[config.mk]
export PLATFORM = sky130hd
export DESIGN_NAME = unsigned_to_decimal_ascii_flat
export DESIGN_NICKNAME = d
export VERILOG_FILES = /design/src/sv/u2dec_pkg.sv /design/src/sv/u2dec_ifs.sv /design/src/sv/unsigned_to_decimal_ascii.sv /design/src/flat_wrapper.sv
export SDC_FILE = /design/constraint.sdc
export NUM_CORES = 1
export LEC_CHECK = 0
export BUFFER_PORTS_ARGS = -buffer_cell sky130_fd_sc_hd__buf_2
export CAP_MARGIN = 20
export CORE_MARGIN = 2
export CORE_UTILIZATION = 55
export CTS_CLUSTER_DIAMETER = 60
export CTS_CLUSTER_SIZE = 12
export DETAILED_ROUTE_END_ITERATION = 8
export GPL_TIMING_DRIVEN = 0
export PLACE_DENSITY = 0.81
export SETUP_SLACK_MARGIN = 0.4
export SKIP_LAST_GASP = 1
export SLEW_MARGIN = 0
export SYNTH_ARGS = -nofsm -noshare
export SYNTH_HDL_FRONTEND = slang
export SYNTH_SLANG_ARGS = --single-unit
[constraint.sdc]
create_clock -name clk -period 6.2 [get_ports clk]
set_input_delay 0.62 -clock clk [delete_from_list [all_inputs] [get_ports clk]]
set_output_delay 0.62 -clock clk [all_outputs]
set_load 0.005 [all_outputs]
[src/sv/u2dec_pkg.sv]
package u2dec_pkg;

    // Sequencer states of the converter
    typedef enum logic [1:0] {
        ST_IDLE,
        ST_CONV,
        ST_SKIP,
        ST_EMIT
    } u2dec_state_t;

    localparam int unsigned NUM_W   = 64;
    localparam int unsigned CHAR_W  = 6;
    localparam int unsigned DIGIT_W = 4;

    // Decimal base and the ASCII code of '0', cut to the character width
    localparam logic [DIGIT_W-1:0] DIGIT_BASE = 4'd10;
    localparam logic [CHAR_W-1:0]  ASCII_ZERO = 6'd48;

    // Double dabble correction: a digit of five or more gets three added
    // before the shift, so that it carries cleanly into the next digit.
    function automatic logic [DIGIT_W-1:0] dabble_adjust(input logic [DIGIT_W-1:0] d);
        logic [DIGIT_W-1:0] r;
        r = d;
        if (d >= (DIGIT_BASE >> 1))
        begin
            r = d + 4'd3;
        end
        return r;
    endfunction

endpackage

[src/sv/u2dec_ifs.sv]
interface u2dec_num_if
    import u2dec_pkg::*;
();
    logic              valid;
    logic              ready;
    logic [NUM_W-1:0]  value;

    modport source (output valid, output value, input ready);
    modport sink   (input valid, input value, output ready);
endinterface

interface u2dec_char_if
    import u2dec_pkg::*;
();
    logic              valid;
    logic              ready;
    logic [CHAR_W-1:0] character;
    logic              last;

    modport source (output valid, output character, output last, input ready);
    modport sink   (input valid, input character, input last, output ready);
endinterface

[src/sv/unsigned_to_decimal_ascii.sv]
// Channel   Modport  Payload                        Meaning
// number    sink     value[63:0]                    unsigned number to convert
// digits    source   character[5:0], last           ASCII digit, MSD first; last on LSD
//
// One number: a load, shift-and-add-3 over all VALUE_BITS bits in the shared BCD unit, then
// dropping of leading zeros and emitting of one digit per cycle while digits is ready.
// number.ready is high only while idle. A stall on digits holds the digit and freezes the
// emit sequence.
// The final digit may wait in the output register while the next number is taken.
// Reset (rst_n low) empties the sequencer and the output.
module unsigned_to_decimal_ascii
    import u2dec_pkg::*;
#(
    parameter int unsigned VALUE_BITS = 64,
    parameter int unsigned MAX_DIGITS = 20
)
(
    input  logic               clk,
    input  logic               rst_n,
    u2dec_num_if.sink          number,
    u2dec_char_if.source       digits
);

    // Digits needed for a VALUE_BITS number: floor(bits * log10(2)) + 1
    localparam int unsigned BCD_DIGITS = (VALUE_BITS * 30103) / 100000 + 1;
    // BCD register spans at least the output window
    localparam int unsigned ND     = (BCD_DIGITS > MAX_DIGITS) ? BCD_DIGITS : MAX_DIGITS;
    localparam int unsigned BCD_W  = ND * DIGIT_W;
    localparam int unsigned IDX_W  = $clog2(ND);
    localparam int unsigned PTR_W  = $clog2(MAX_DIGITS);
    localparam int unsigned CNT_W  = $clog2(VALUE_BITS + 1);

    typedef logic [ND-1:0][DIGIT_W-1:0] bcd_t;

    u2dec_state_t state_reg, state_next;

    // Shared conversion unit: binary shift register feeding the BCD register
    logic [VALUE_BITS-1:0] bin_reg, bin_next;
    bcd_t                  bcd_reg, bcd_next;
    bcd_t                  bcd_adj;
    logic [CNT_W-1:0]      bit_cnt_reg, bit_cnt_next;
    logic [PTR_W-1:0]      ptr_reg, ptr_next;

    // Output register
    logic                  out_valid_reg, out_valid_next;
    logic [CHAR_W-1:0]     char_reg, char_next;
    logic                  last_reg, last_next;

    logic                  in_take;
    logic                  out_load;
    logic                  window_ovf;
    logic [DIGIT_W-1:0]    cur_digit;

    assign number.ready     = (state_reg == ST_IDLE);
    assign in_take          = number.valid && number.ready;
    assign digits.valid     = out_valid_reg;
    assign digits.character = char_reg;
    assign digits.last      = last_reg;

    // Output register may take a new digit when empty or being drained
    assign out_load  = (state_reg == ST_EMIT) && (!out_valid_reg || digits.ready);
    assign cur_digit = bcd_reg[IDX_W'(ptr_reg)];

    // Add-3 correction on every digit in parallel
    always_comb
    begin
        for (int i = 0; i < ND; i++)
        begin
            bcd_adj[i] = dabble_adjust(bcd_reg[i]);
        end
    end

    // Any nonzero digit above the window means the number was cut: keep the
    // window's leading zeros in that case.
    always_comb
    begin
        window_ovf = 1'b0;
        for (int i = 0; i < ND; i++)
        begin
            if (i >= MAX_DIGITS)
            begin
                window_ovf = window_ovf | (bcd_reg[i] != '0);
            end
        end
    end

    // Next state
    always_comb
    begin
        state_next = state_reg;
        unique case (state_reg)
            ST_IDLE:
            begin
                if (in_take)
                begin
                    state_next = ST_CONV;
                end
            end
            ST_CONV:
            begin
                if (bit_cnt_reg == CNT_W'(1))
                begin
                    state_next = ST_SKIP;
                end
            end
            ST_SKIP:
            begin
                if (window_ovf || (ptr_reg == '0) || (cur_digit != '0))
                begin
                    state_next = ST_EMIT;
                end
            end
            ST_EMIT:
            begin
                if (out_load && (ptr_reg == '0))
                begin
                    state_next = ST_IDLE;
                end
            end
            default:
            begin
                state_next = ST_IDLE;
            end
        endcase
    end

    // Datapath and output register
    always_comb
    begin
        bin_next       = bin_reg;
        bcd_next       = bcd_reg;
        bit_cnt_next   = bit_cnt_reg;
        ptr_next       = ptr_reg;
        out_valid_next = out_valid_reg;
        char_next      = char_reg;
        last_next      = last_reg;

        if (digits.ready)
        begin
            out_valid_next = 1'b0;
        end

        unique case (state_reg)
            ST_IDLE:
            begin
                if (in_take)
                begin
                    bin_next     = number.value[VALUE_BITS-1:0];
                    bcd_next     = '0;
                    bit_cnt_next = CNT_W'(VALUE_BITS);
                    ptr_next     = PTR_W'(MAX_DIGITS - 1);
                end
            end
            ST_CONV:
            begin
                // Shift one bit of the binary word into the corrected BCD word
                bcd_next     = bcd_t'(BCD_W'({bcd_adj, bin_reg[VALUE_BITS-1]}));
                bin_next     = {bin_reg[VALUE_BITS-2:0], 1'b0};
                bit_cnt_next = bit_cnt_reg - CNT_W'(1);
            end
            ST_SKIP:
            begin
                // Drop one leading zero per cycle
                if (!window_ovf && (ptr_reg != '0) && (cur_digit == '0))
                begin
                    ptr_next = ptr_reg - PTR_W'(1);
                end
            end
            ST_EMIT:
            begin
                if (out_load)
                begin
                    out_valid_next = 1'b1;
                    char_next      = ASCII_ZERO + CHAR_W'(cur_digit);
                    last_next      = (ptr_reg == '0);
                    if (ptr_reg != '0)
                    begin
                        ptr_next = ptr_reg - PTR_W'(1);
                    end
                end
            end
            default:
            begin
                bin_next = bin_reg;
            end
        endcase
    end

    always_ff @(posedge clk or negedge rst_n)
    begin
        if (!rst_n)
        begin
            state_reg     <= ST_IDLE;
            out_valid_reg <= 1'b0;
            bit_cnt_reg   <= '0;
            ptr_reg       <= '0;
        end
        else
        begin
            state_reg     <= state_next;
            out_valid_reg <= out_valid_next;
            bit_cnt_reg   <= bit_cnt_next;
            ptr_reg       <= ptr_next;
        end
    end

    always_ff @(posedge clk)
    begin
        bin_reg  <= bin_next;
        bcd_reg  <= bcd_next;
        char_reg <= char_next;
        last_reg <= last_next;
    end

    // A taken number starts a full-length conversion
    a_start_conv: assert property (@(posedge clk) disable iff (!rst_n)
        in_take |=> (state_reg == ST_CONV) && (bit_cnt_reg == CNT_W'(VALUE_BITS)))
        else $error("conversion did not start after a taken number");

    // Conversion ends after the last bit and moves on to zero skipping
    a_conv_end: assert property (@(posedge clk) disable iff (!rst_n)
        (state_reg == ST_CONV) && (bit_cnt_reg == CNT_W'(1)) |=> (state_reg == ST_SKIP))
        else $error("conversion did not end on its last bit");

    // Only decimal digits leave the block
    a_digit_range: assert property (@(posedge clk) disable iff (!rst_n)
        digits.valid |-> (digits.character >= ASCII_ZERO) &&
                         (digits.character <= ASCII_ZERO + CHAR_W'(9)))
        else $error("non-digit character on output");

    // Loading the least significant digit flags last and frees the input
    a_last_digit: assert property (@(posedge clk) disable iff (!rst_n)
        out_load && (ptr_reg == '0) |=> digits.valid && digits.last && number.ready)
        else $error("final digit not flagged or input not released");

endmodule
[src/flat_wrapper.sv]
// flat-port wrapper written by rule: the top's interface ports become plain ports
module unsigned_to_decimal_ascii_flat import u2dec_pkg::*;
#(
    parameter int unsigned VALUE_BITS = 64,
    parameter int unsigned MAX_DIGITS = 20
)
  (clk, rst_n, number_valid, number_value, number_ready, digits_valid, digits_character, digits_last, digits_ready);
  u2dec_num_if number_i ();
  u2dec_char_if digits_i ();
  input  logic clk;
  input  logic rst_n;
  input wire logic [$bits(number_i.valid)-1:0] number_valid;
  input wire logic [$bits(number_i.value)-1:0] number_value;
  output wire logic [$bits(number_i.ready)-1:0] number_ready;
  output wire logic [$bits(digits_i.valid)-1:0] digits_valid;
  output wire logic [$bits(digits_i.character)-1:0] digits_character;
  output wire logic [$bits(digits_i.last)-1:0] digits_last;
  input wire logic [$bits(digits_i.ready)-1:0] digits_ready;
  assign number_i.valid = number_valid;
  assign number_i.value = number_value;
  assign number_ready = number_i.ready;
  assign digits_valid = digits_i.valid;
  assign digits_character = digits_i.character;
  assign digits_last = digits_i.last;
  assign digits_i.ready = digits_ready;
  unsigned_to_decimal_ascii #(.VALUE_BITS(VALUE_BITS), .MAX_DIGITS(MAX_DIGITS)) u_core (.clk(clk), .rst_n(rst_n), .number(number_i), .digits(digits_i));
endmodule
# --- After elaboration in Yosys (flattened, before gate mapping) ---
# Index checks and enable logic that the tools add are counted.
totals:
  reg_bits: 166
  wordCells: 141
op_classes:
  mux: 41
  order_cmp: 21
  eq_ne: 11
  reduce_logical: 18
  n_addsub: 23
ops:
  columns: ["op", "n"]
  rows:
  - ["80-bit one-hot mux with 2 select lines", 1]
  - ["64-bit one-hot mux with 2 select lines", 1]
  - ["4-bit by 3-bit >= comparator with 1-bit output (second input constant)", 20]
  - ["4-bit two-way mux", 20]
  - ["80-bit two-way mux", 1]
  - ["4-bit by 2-bit adder with 4-bit output (second input constant)", 19]
  - ["64-bit two-way mux", 1]
  - ["4-bit binary-select mux with 5-bit select", 1]
  - ["5-bit two-way mux", 4]
  - ["5-bit one-hot mux with 3 select lines", 1]
  - ["7-bit one-hot mux with 2 select lines", 1]
  - ["2-bit two-way mux", 4]
  - ["2-bit by 1-bit != test with 1-bit output (second input constant)", 4]
  - ["2-bit one-hot mux with 4 select lines", 1]
  - ["7-bit by 1-bit equality test with 1-bit output (second input constant)", 1]
  - ["7-bit two-way mux", 1]
  - ["7-bit by 1-bit subtractor with 7-bit output (second input constant)", 1]
  - ["5-bit by 5-bit adder with 6-bit output (first input constant)", 1]
  - ["5-bit by 6-bit < comparator with 1-bit output (second input constant)", 1]
  - ["2-bit != test (second input constant)", 3]
  - ["5-bit logical NOT", 1]
  - ["5-bit AND reduction", 1]
  - ["5-bit nonzero test", 1]
  - ["5-bit by 1-bit subtractor with 5-bit output (second input constant)", 1]
  - ["other kinds (15)", 23]

# --- Longest topological paths before layout ---
# Gate-level depths: netlist (run 1).
logic_depth:
  depth_word: 6
  mapped_depth: 10
  mapped_depth_nobuf: 9

# --- Worst setup path before layout (run 1) ---
# No wires, ideal clock.
synth_timing:
  path_kind: "flip-flop to flip-flop"
  startpoint: "register u_core.state_reg[1]"
  endpoint: "register u_core.bit_cnt_reg[4]"
  slack_ns: 1.402
  arrival_time_ns: 4.672
  period_less_slack_ns: 4.798
  path_stages_with_launch: 10
  required_time_ns: 6.074
  path_cell_list: "dfrtp_1 inv_1 ha_1 clkbuf_1 o21ai_0 inv_1 nand2_1 nor3_1 xnor2_1 nor2_1"
synth_via:
  elab_chain_cells: 4
  word_cells_on_any_way: 7
synth_rtl:
  columns: ["element", "line_no", "rtl"]
  rows:
  - ["from (decl)", "unsigned_to_decimal_ascii.sv:35", "u2dec_state_t state_reg, state_next;"]
  - ["from (signal assigned)", "unsigned_to_decimal_ascii.sv:200", "state_reg <= state_next;"]
  - ["2-bit logical NOT", "unsigned_to_decimal_ascii.sv:54, unsigned_to_decimal_ascii.sv:143", null]
  - ["1-bit logical AND", "unsigned_to_decimal_ascii.sv:55", "assign in_take = number.valid && number.ready;"]
  - ["2-bit != test (no source line)", null, null]
  - ["2-bit AND reduction (no source line)", null, null]
  - ["to (signal assigned)", "unsigned_to_decimal_ascii.sv:202", "bit_cnt_reg <= bit_cnt_next;"]
  - ["to (decl)", "unsigned_to_decimal_ascii.sv:41", "logic [CNT_W-1:0] bit_cnt_reg, bit_cnt_next;"]
# Parallel ways exist; a longest one is shown, timed or not.
# A chain may end at the register's enable or synchronous reset.

# --- Worst setup path after layout (run 1) ---
layout_timing:
  startpoint: "register u_core.ptr_reg[1]"
  endpoint: "register u_core.ptr_reg[4]"
layout_via:
  elab_chain_cells: 6
  word_cells_on_any_way: 13
layout_rtl:
  columns: ["element", "line_no", "rtl"]
  rows:
  - ["from (decl)", "unsigned_to_decimal_ascii.sv:42", "logic [PTR_W-1:0] ptr_reg, ptr_next;"]
  - ["from (signal assigned)", "unsigned_to_decimal_ascii.sv:203", "ptr_reg <= ptr_next;"]
  - ["4-bit binary-select mux with 5-bit select", "unsigned_to_decimal_ascii.sv:62", "assign cur_digit = bcd_reg[IDX_W'(ptr_reg)];"]
  - ["4-bit two-way mux (implied by the code)", "unsigned_to_decimal_ascii.sv:62", null]
  - ["4-bit logical NOT", "unsigned_to_decimal_ascii.sv:164", "if (!window_ovf && (ptr_reg != '0) && (cur_digit == '0))"]
  - ["1-bit logical AND", "unsigned_to_decimal_ascii.sv:164", null]
  - ["2-bit by 1-bit != test with 1-bit output (no source line)", null, null]
  - ["5-bit AND reduction (no source line)", null, null]
# Parallel ways exist; a longest one is shown, timed or not. The select of a mux whose other input is x is not followed.

==> metrics.md, run 1 <==
| Metric | Value |
|---|---|
| Outcome | complete, no violations |
| Cell taking the most area after synthesis | edfxtp_1 |
| DRC viols | 0 |
| Crit share post-route | 0.534 |
| CP Depth | 9 |
| DP Wirelength | 11.8 mm |
| CP Data Required Time | 6510 ps |
| ANT cells | 0 |
| Maximum VDD drop | 0.358 mV |
| Critical Path Fanout Max | 10 |
| Critical path buffers and inverters | 3 |
| Yosys top cell area share | 0.487 |
| Post-CTS Hold Fix Bufs | 0 |
| Final setup viols | 0 |
| Post-CTS setup buffers | 0 |
| Total gr overflow | 0 |
| Final worst slack | 2890 ps |
| HP Class | input pin to async pin |
| CTS tree | done |
| Final hold vios | 0 |
| DIE AREA | 17,700 µm² |
| Mapped Area | 9180 µm² |
| FF+latch count, synth | 164 |
| Antenna Nets Post-Route | 0 |
| Max Cap Viol | 0 |
| Synth area leaders | edfxtp_1 (49%), mux2_2 (8.2%), ha_1 (6.5%) |
| TritonCTS buffer count | 17 |
| Async SR Flop Fraction | 0.0915 |
| Slew Viols, Final | 0 |
| H-Tree Depth | 4 |
| Peak Freq | 302 MHz |
| DR vias/cell | 5.51 |
| Initial core utilization | 0.558 |
| PwrDens | 583 nW/µm² |
| Leakage | 4.13 nW |
| Die height | 133 µm |
| Max-slew headroom | 0.432 |
| Clk root buf | clkbuf_16 |
| Initial antenna violation count | 0 |
| Drt total wl | 17.8 mm |
| Wire per inst | 16.3 µm |
| CP startpoint | u_core.ptr_reg[1]$_DFFE_PN0P_ |
| I/O Buffers | 74 |
| RSZ-0062 raised after global routing | false |
| Least-Margin Pin Slew | 847 ps |
| Critical path endpoint category | flop |
| Number of DRC markers in iteration 0 | 420 |
| Finished Core Util | 0.634 |
| Worst R2R Setup Slack | 2890 ps |
| Core area | 16,500 µm² |
| Sequential area share after synthesis | 0.528 |
| Final min period | 3310 ps |
| Final-layout fill cell count | 1,287 |
| Worst skew pair latency | 430 ps |
| Post-Syn Area per Cell | 12.0 µm² |
| End of the critical path | u_core.ptr_reg[4]$_DFFE_PN0P_ |
| R2R Path End | u_core.ptr_reg[4]$_DFFE_PN0P_ |
| Clock Pin Slew Worst Setup and Hold Paths | 70 ps |
| Io pins | 77 |
| PnR Total Power | 6.08 mW |
| Worst setup SP type | flop |
| Slowest stage cell, crit path | a211oi_1 |
| Ratio of cells with drive above 1 in the final layout | 0.226 |
| Aggregate global-route resource usage | 0.206 |
| FF-to-FF path depth | 9 |
| Placed cells | 1,061 |
| First-pass GRT wire length | 28.6 mm |
| Number of synthesized flops with an enable pin | 149 |
| Max reg flops | 80 |
| Syn Inst Count | 765 |
| Largest net degree at the start of global routing | 77 |
| Crit Path Class | flop to flop |
| Die Wd | 133 µm |
| FP Rows | 47 |
| Via count | 6,026 |
| Sink Count | 164 |
| Drt pass-1 iters | 5 |
| Ys Warns | 0 |
| Cell-by-cell trace of the critical path | buf_2, buf_1, inv_1, ha_1, nand3b_1, nand2_1, a211oi_1, o21ai_2, o32a_1 |
| Clk buf depth | 2 |
| Finished Layout Cells | 1,093 |
| Post-cts resize count | 0 |
| Max incr delay on CP | 740 ps |
| RD Place Congestion | 0.818 |
| Syn-to-layout area delta | 13.7% |
| Nets | 976 |
| Ys flop type | edfxtp_1 |
| Clock Skew | 10.7 ps |
| Family with the most delay on the worst path | compound AO/OA/AOI/OAI gates |
| Pre-CTS WS | 3010 ps |
| Reg2reg start | u_core.ptr_reg[1]$_DFFE_PN0P_ |
| Vias in the first global route | 5,802 |
| Synth unique cells | 50 |
| Worst Path Arrival | 3630 ps |
| Worst hold slack | 89.4 ps |
## synth_stat cells, drive strengths merged (3+ instances only)
cell type  instances
a21oi             22
o21ai             43
nand4              3
nand2b            24
nand2             73
xor2              21
mux2              68
nor2b              8
buf               10
a22oi              8
edfxtp           149
mux2i             17
and2              43
nand3              8
dfrtp             15
clkbuf            18
nor2              35
xnor2             23
a21boi            20
inv               50
nor3b             19
mux4              11
ha                48
a31oi              3
## cell type report
class / instances / area, µm² / share of cell area
Clock buffer: 17 / 425 / 0.0407
Timing Repair Buffer: 75 / 398 / 0.0381
Clock inverter: 15 / 149 / 0.0143
Multi-Input combinational cell: 524 / 4030 / 0.386
Buffer: 28 / 120 / 0.0115
Sequential cell: 164 / 4850 / 0.465
Tap cell: 220 / 275 / 0.0264
Inverter: 50 / 193 / 0.0185
## worst min-delay path by stage
stage | end | depth (start not counted) | slack, ps | start
floorplan | u_core.bit_cnt_reg[0]$_DFFE_PN0P_ | 0 | 320 | rst_n
global placement | u_core.bit_cnt_reg[6]$_DFFE_PN0P_ | 2 | 500 | u_core.bit_cnt_reg[6]$_DFFE_PN0P_
detailed placement | u_core.bit_cnt_reg[6]$_DFFE_PN0P_ | 2 | 500 | u_core.bit_cnt_reg[6]$_DFFE_PN0P_
CTS | u_core.bit_cnt_reg[2]$_DFFE_PN0P_ | 1 | 90 | rst_n
global route | u_core.bit_cnt_reg[3]$_DFFE_PN0P_ | 1 | 90 | rst_n
finish | u_core.bit_cnt_reg[3]$_DFFE_PN0P_ | 1 | 90 | rst_n
## worst reg2reg max path, stage by stage, from the launching register on
cell      delay [ps]
dfrtp_1          320
buf_2            250
buf_1            600
inv_1            230
ha_1             240
nand3b_1         150
nand2_1          110
a211oi_1         740
o21ai_2          190
o32a_1           370
## where the power goes
| group | switching, mW | internal [mW] |
|---|---|---|
| Combinational | 1.40 | 1.09 |
| Sequential | 0.457 | 2.10 |
| Clock | 0.468 | 0.565 |
## routing by layer
layer	track usage	wire length (µm)	up-vias
li1	-	-	2912
met1	0.267	7890	2914
met2	0.336	8630	165
met3	0.0445	846	35
met4	0.0957	473	0
met5	0	0	-
## kinds of logic (layout without fill, tap and decap cells)
logic type | Yosys count | count (layout) | share of synthesized area
flip-flops | 164 | 164 | 0.528
adder cells (fa/ha/maj) | 48 | 48 | 0.0654
multiplexers | 96 | 96 | 0.129
buffers and inverters | 78 | 185 | 0.0335
other | 1 | 2 | 0.000408
AND/OR/NAND/NOR | 223 | 223 | 0.127
XOR/XNOR | 44 | 44 | 0.0420
AO/OA/AOI/OAI | 111 | 111 | 0.0749
## stage by stage
stage	setup TNS, ps	cell area [µm²]
2_1_floorplan	0	9190
3_3_place_gp	-1290	9830
3_5_place_dp	0	9870
4_1_cts	0	10400
5_1_grt	0	10400
6_report	0	10400
## placed cells by master, fill, tap and decap left out, drive strengths merged, types with 2 or more instances in the layout
cell type,synthesis,final
and2,43,43
nand3,8,8
a22oi,8,8
a31oi,3,3
or4,2,2
buf,10,85
clkbuf,18,35
nand2b,24,24
nand4,3,3
o32a,2,2
nor3,2,2
o211ai,2,2
xor2,21,21
mux2i,17,17
ha,48,48
o21ai,43,43
or3b,2,2
inv,50,56
xnor2,23,23
edfxtp,149,149
mux4,11,11
a21boi,20,20
mux2,68,68
clkinv,0,7
nor2b,8,8
a21oi,22,22
nand2,73,73
dfrtp,15,15
nor2,35,35
nor3b,19,19
conb,1,2
Power figures use the tool's default switching activity.
==> run 2: changes to the inputs <==
- ABC_AREA: default -> 1
- clock period: 6.2 -> 3.3 ns (I/O delays scaled with it)
==> run 2 against run 1 <==
Cell area grew 0.82%. Sequential power grew 76%. Clock skew shrank 3.3 ps. Wire length grew 12%. Synthesized cell count grew 42%. Synthesized area grew 0.60%. Sequential share of layout area shrank 0.38 points. Combinational power grew 110%. First-iteration DRC count grew 45%. Maximum frequency grew 27%. Global-route usage grew 2.4 points. Critical path depth grew 3. Highest routed layer unchanged.
==> metrics.md, run 2 <==
| Metric | Value |
|---|---|
| Outcome | complete, no violations |
| DIE AREA | 17,900 µm² (+0.58%) |
| Worst setup SP type | flop |
| Number of synthesized flops with an enable pin | 149 (unchanged) |
| Syn Inst Count | 1,084 (+42%) |
| Wire per inst | 14.1 µm (-14%) |
| RSZ-0062 raised after global routing | false |
| DR vias/cell | 5.29 (-4.0%) |
| Slew Viols, Final | 0 (unchanged) |
| Setup TNS Final | 0 ps (unchanged) |
| Max reg flops | 80 (unchanged) |
| Crit share post-route | 0.791 (+0.257) |
| Antenna Nets Post-Route | 0 (unchanged) |
| Worst skew pair latency | 430 ps (about the same) |
| Via count | 7,477 (+24%) |
| Sink Count | 164 (unchanged) |
| RD Place Congestion | 0.834 (+1.9%) |
| TritonCTS buffer count | 17 (unchanged) |
| Synth area leaders | edfxtp_1 (48%), nand2_1 (14%), ha_1 (6.5%) |
| Ys Warns | 0 (unchanged) |
| First-pass GRT wire length | 32.7 mm (+14%) |
| Area occupied by multi-input gates | 3690 µm² (-8.5%) |
| Ratio of cells with drive above 1 in the final layout | 0.109 (-0.117) |
| Aggregate global-route resource usage | 0.230 (+0.0237) |
| Leakage | 4.91 nW (+19%) |
| Nets | 1,296 (+33%) |
| Drt pass-1 iters | 5 (unchanged) |
| Async SR Flop Fraction | 0.0915 (unchanged) |
| Clock Skew | 7.39 ps (-3.30 ps) |
| ANT cells | 0 (unchanged) |
| Family with the most delay on the worst path | simple AND/OR/NAND/NOR gates |
| Initial core utilization | 0.559 (+0.00135) |
| H-Tree Depth | 4 (unchanged) |
| Peak Freq | 383 MHz (+27%) |
| Vias in the first global route | 7,282 (+26%) |
| Initial antenna violation count | 0 (unchanged) |
| Die Wd | 134 µm (+0.29%) |
| CP Data Required Time | 3620 ps (-2890 ps) |
| Max Cap Viol | 0 (unchanged) |
| Max incr delay on CP | 410 ps (-330 ps) |
| Largest net degree at the start of global routing | 104 (+35%) |
| Worst hold slack | 154 ps (+64.2 ps) |
| Seq. cell area | 4850 µm² (unchanged) |
| Cell taking the most area after synthesis | edfxtp_1 |
| Critical path buffers and inverters | 4 (+1) |
| Final min period | 2610 ps (-702 ps) |
| Max-slew headroom | 0.430 (-0.00134) |
| Number of DRC markers in iteration 0 | 611 (+45%) |
| Mapped Area | 9240 µm² (+0.60%) |
| Critical path endpoint category | flop |
| Io pins | 77 (unchanged) |
| Drt total wl | 19.9 mm (+12%) |
| Final-layout fill cell count | 1,309 (+1.7%) |
| Final setup viols | 0 (unchanged) |
| Worst Path Arrival | 2930 ps (-700 ps) |
| Clk root buf | clkbuf_16 |
| Ys flop type | edfxtp_1 |
| Post-cts resize count | 0 (unchanged) |
| Sequential area share after synthesis | 0.525 (-0.00315) |
| Most common cell after layout, fill and taps aside | nand2_1 |
| Synth unique cells | 29 (-42%) |
| HP Class | input pin to flop |
| Cell-by-cell trace of the critical path | inv_1, ha_1, buf_2, inv_2, nor2_1, nor2_1, inv_6, nand3_1, or2_0, or2_0, o21ai_0, a21oi_1 |
| PnR Total Power | 11.8 mW (+94%) |
| DRC viols | 0 (unchanged) |
| Clock Pin Slew Worst Setup and Hold Paths | 70 ps (about the same) |
| Total gr overflow | 0 (unchanged) |
| Final hold vios | 0 (unchanged) |
| I/O Buffers | 74 (unchanged) |
| Finished Core Util | 0.637 (+0.00289) |
| Clk buf depth | 2 (unchanged) |
| Maximum VDD drop | 0.555 mV (+55%) |
| Core area | 16,500 µm² (+0.36%) |
| Syn-to-layout area delta | 13.9% |
| Count leader, synth | nand2_1 |
| Top cells by count, synth | nand2_1 (343), edfxtp_1 (149), inv_1 (133) |
| Yosys top cell area share | 0.484 (-0.00290) |
| Die height | 134 µm (+0.29%) |
| Post-Syn Area per Cell | 8.52 µm² (-29%) |
| Critical Path Fanout Max | 45 (+35) |
| FF+latch count, synth | 164 (unchanged) |
| DP Wirelength | 13.5 mm (+14%) |
| Crit Path Class | flop to flop |
| Slowest stage cell, crit path | dfrtp_1 |
| CTS tree | done |
| FP Rows | 47 (unchanged) |
| Least-Margin Pin Slew | 849 ps (+2.00 ps) |
| PwrDens | 1120 nW/µm² (+93%) |
| Most frequent cells in the layout | nand2_1 (343), edfxtp_1 (149), inv_1 (133), nor2_1 (91), o21ai_0 (89) |
[run 2: final timing paths]
| path | from | endpoint | slack (ps) | cells past startpoint |
|---|---|---|---|---|
| worst min-delay path | number_value[28] | u_core.bin_reg[28]$_DFFE_PP_ | 150 | 3 |
| max in group asynchronous | rst_n | u_core.ptr_reg[1]$_DFFE_PN0P_ | 2690 | 2 |
| worst min register to register | u_core.bit_cnt_reg[4]$_DFFE_PN0P_ | u_core.bit_cnt_reg[4]$_DFFE_PN0P_ | 510 | 1 |
| min in group asynchronous | rst_n | u_core.bit_cnt_reg[3]$_DFFE_PN0P_ | 340 | 2 |
| worst max register to register | u_core.state_reg[1]$_DFFE_PN0P_ | u_core.bit_cnt_reg[5]$_DFFE_PN0P_ | 690 | 12 |
| worst max-delay path | u_core.state_reg[1]$_DFFE_PN0P_ | u_core.bit_cnt_reg[5]$_DFFE_PN0P_ | 690 | 12 |
[run 2: area by class of cell]
class | count | area share
Sequential cell | 164 | 0.461
Multi-Input combinational cell | 747 | 0.350
Inverter | 136 | 0.0490
Clock buffer | 17 | 0.0404
Timing Repair Buffer | 76 | 0.0388
Tap cell | 220 | 0.0262
Buffer | 38 | 0.0184
Clock inverter | 15 | 0.0160
[run 2: power by group]
group	leakage, nW	switching, mW	internal, mW
logic	2.97	3.66	1.65
registers	1.65	0.633	3.87
clock network	0.293	0.927	1.08
total	4.91	5.22	6.60
[run 2: timing repair]
action / 4_1_cts / 5_1_grt
setup buffers: 0 / 0
hold buffers: 1 / 0
hold endpoints to repair: 15 / 0
[run 2: per-layer routing]
metal	global-route usage	wire, µm	up-vias	share of wire
li1	-	-	3734	-
met1	0.289	8650	3453	0.43
met2	0.391	9730	265	0.49
met3	0.0537	1310	25	0.065
met4	0.0827	260	0	0.013
met5	0	0	-	0
[run 2: cell families after synthesis]
family,after synthesis,share of synthesized area
AO/OA/AOI/OAI,170,0.0964
XOR/XNOR,20,0.0190
adder cells (fa/ha/maj),48,0.0650
buffers and inverters,174,0.0762
flip-flops,164,0.525
other,1,0.000406
AND/OR/NAND/NOR,507,0.218
[run 2: metrics by stage]
step / setup slack (ps) / area (µm²) / instances
3_3_place_gp: 10.9 / 9890 / 1379
5_1_grt: 444 / 10500 / 1413
3_5_place_dp: 675 / 9920 / 1380
2_1_floorplan: 627 / 9250 / 1085
6_report: 689 / 10500 / 1413
4_1_cts: 676 / 10500 / 1413
[run 2: worst register-to-register path, delay by kind of cell (launching register included)]
| kind | cells | cell delay [ps] |
|---|---|---|
| adder cells (fa/ha/maj) | 1 | 130 |
| flip-flops | 1 | 410 |
| AND/OR/NAND/NOR | 5 | 920 |
| buffers and inverters | 4 | 830 |
| AO/OA/AOI/OAI | 2 | 190 |
==> run 3: changes to the inputs <==
- clock period: 3.3 -> 2.5 ns (I/O delays scaled with it)
==> run 3 against run 2 <==
Worst setup slack lost 200 ps. Sequential share of layout area shrank 1.1 points. Critical path type unchanged. Critical endpoint is now u_core.bcd_reg[25]$_SDFFCE_PN0P_. Cell area grew 2.5%. Largest cell class unchanged. Non-clock buffer count grew 14. Combinational power grew 44%.
==> metrics.md, run 3 (same netlist as run 2, synthesis figures left out) <==
| Metric | Value |
|---|---|
| PwrDens | 1500 nW/µm² (+34%) |
| Wire per inst | 14.8 µm (+4.6%) |
| Clock Skew | 9.53 ps (+2.14 ps) |
| ANT cells | 0 (unchanged) |
| Core area | 16,500 µm² (unchanged) |
| Io pins | 77 (unchanged) |
| FP Rows | 47 (unchanged) |
| RSZ-0062 raised after global routing | true |
| HP Class | input pin to flop |
| Critical Path Fanout Max | 73 (+62%) |
| DIE AREA | 17,900 µm² (unchanged) |
| Die height | 134 µm (unchanged) |
| Reg2reg start | u_core.state_reg[0]$_DFFE_PN0P_ |
| Maximum VDD drop | 0.742 mV (+34%) |
| Final hold vios | 0 (unchanged) |
| DP Wirelength | 13.4 mm (-1.1%) |
| Largest net degree at the start of global routing | 74 (-29%) |
| Peak Freq | 497 MHz (+30%) |
| Sw power | 7.25 mW (+39%) |
| R2R Path End | u_core.bcd_reg[25]$_SDFFCE_PN0P_ |
| Outcome | complete, no violations |
| Drt total wl | 21.1 mm (+5.9%) |
| Worst skew pair latency | 440 ps (about the same) |
| Aggregate global-route resource usage | 0.238 (+0.00835) |
| Syn-to-layout area delta | 16.8% |
| Via count | 7,648 (+2.3%) |
| Crit Path Class | flop to flop |
| Least-Margin Pin Slew | 867 ps (+17.3 ps) |
| Antenna Nets Post-Route | 0 (unchanged) |
| DR vias/cell | 5.35 (+1.1%) |
| First-pass GRT wire length | 33.6 mm (+2.7%) |
| RD Place Congestion | 0.842 (+1.0%) |
| End of the critical path | u_core.bcd_reg[25]$_SDFFCE_PN0P_ |
| Slew Viols, Final | 0 (unchanged) |
| Initial antenna violation count | 0 (unchanged) |
| Most frequent cells in the layout | nand2_1 (340), edfxtp_1 (149), inv_1 (132), o21ai_0 (88), nor2_1 (85) |
| Die Wd | 134 µm (unchanged) |
| Worst R2R Setup Slack | 490 ps (-200 ps) |
| Max reg flops | 80 (unchanged) |
| Setup TNS Final | 0 ps (unchanged) |
| TritonCTS buffer count | 17 (unchanged) |
| Nets | 1,313 (+1.3%) |
| Clock Pin Slew Worst Setup and Hold Paths | 70 ps (about the same) |
| Internal power | 8.95 mW (+36%) |
| CTS tree | done |
| Clk buf depth | 2 (unchanged) |
| Clk root buf | clkbuf_16 |
| Initial core utilization | 0.559 (unchanged) |
| Sink Count | 164 (unchanged) |
| Clock power frac | 0.158 (-0.012) |
| Seq pwr share | 0.368 (-0.013) |
| Worst setup SP type | flop |
| Most common cell after layout, fill and taps aside | nand2_1 |
| Ratio of cells with drive above 1 in the final layout | 0.138 (+0.0290) |
| CP Data Required Time | 2580 ps (-1040 ps) |
| Drt pass-1 iters | 7 (+2) |
| Leakage | 5.02 nW (+2.3%) |
| Switching Share | 0.448 (+0.00613) |
| Max-slew headroom | 0.422 (-0.00813) |
| FF-to-FF path depth | 8 (-4) |
| Number of DRC markers in iteration 0 | 628 (+2.8%) |
| Total gr overflow | 0 (unchanged) |
| CP startpoint | u_core.state_reg[0]$_DFFE_PN0P_ |
| Final min period | 2010 ps (-600 ps) |
| Max Cap Viol | 0 (unchanged) |
| Worst Path Arrival | 2090 ps (-840 ps) |
| Combinational Power Share | 0.474 (+0.025) |
| H-Tree Depth | 4 (unchanged) |
| I/O Buffers | 74 (unchanged) |
| DRC viols | 0 (unchanged) |
| Worst hold slack | 62.8 ps (-90.7 ps) |
| Final setup viols | 0 (unchanged) |
| Vias in the first global route | 7,353 (+0.98%) |
| Critical path endpoint category | flop |
| Crit share post-route | 0.804 (+0.0130) |
==> run 3: area by class of cell <==
| type | instances | area (µm²) |
|---|---|---|
| Clock inverter | 15 | 140 |
| Tap cell | 220 | 275 |
| Timing Repair Buffer | 90 | 539 |
| Fill cell | 1304 | 5730 |
| Clock buffer | 17 | 425 |
| Sequential cell | 164 | 4850 |
| Inverter | 136 | 534 |
| Buffer | 38 | 229 |
| Timing Repair inverter | 3 | 28.8 |
| Multi-Input combinational cell | 747 | 3770 |
==> run 3: critical path, cell delays in order, from the launching register on <==
cell and delay [ps]:
dfrtp_1 420, inv_1 80, ha_2 210, inv_1 110, nor2_4 50, nor2_4 120
nor2_4 90, buf_6 150, inv_8 370
==> run 3: per-layer routing <==
metal	vias to the layer above	track usage	wire length [µm]
met1	3525	0.304	9090
met3	63	0.0582	1400
met4	0	0.0934	698
met2	297	0.394	9930
li1	3763	-	-
met5	-	0	0
==> run 3: worst min-delay path by stage <==
stage,slack (ps),cells after the start,endpoint,start
2_1_floorplan,-50,0,u_core.bit_cnt_reg[0]$_DFFE_PN0P_,rst_n
3_3_place_gp,180,1,u_core.bit_cnt_reg[4]$_DFFE_PN0P_,rst_n
4_1_cts,50,3,u_core.bin_reg[32]$_DFFE_PP_,number_value[32]
5_1_grt,50,3,u_core.bin_reg[17]$_DFFE_PP_,number_value[17]
3_5_place_dp,190,1,u_core.bit_cnt_reg[4]$_DFFE_PN0P_,rst_n
6_report,60,3,u_core.bin_reg[32]$_DFFE_PP_,number_value[32]
==> run 3: what timing repair did <==
action / 4_1_cts / 5_1_grt
buffers inserted: 1 / 13
endpoints found under the hold margin: 15 / 0
hold buffers: 1 / 0
pin swaps: 1 / 6
endpoints found under the setup margin: 23 / 94
resized for setup: 4 / 30
cloned: 2 / 2
==> run 3: through the flow <==
stage / std cells / total power [mW] / util / area, µm² / worst slack [ps]
final: 1430 / 16.2 / 0.653 / 10800 / 490
after CTS: 1415 / 15.6 / 0.638 / 10500 / 279
after global routing: 1430 / 17.5 / 0.653 / 10800 / 323
after floorplan: 1085 / 10.9 / - / 9290 / 302
after global placement: 1379 / 12.5 / 0.601 / 9940 / -12.9
after detailed placement: 1379 / 12.8 / 0.601 / 9940 / -35.5
==> run 3: power groups by stage <==
stage               Sequential [mW]  Clock (mW)  Combinational [mW]
global placement               5.90           0                6.64
floorplan                      5.70           0                5.24
detailed placement             5.96           0                6.89
CTS                            5.93        2.58                7.09
finish                         5.96        2.57                7.67
global route                   6.11        2.68                8.71
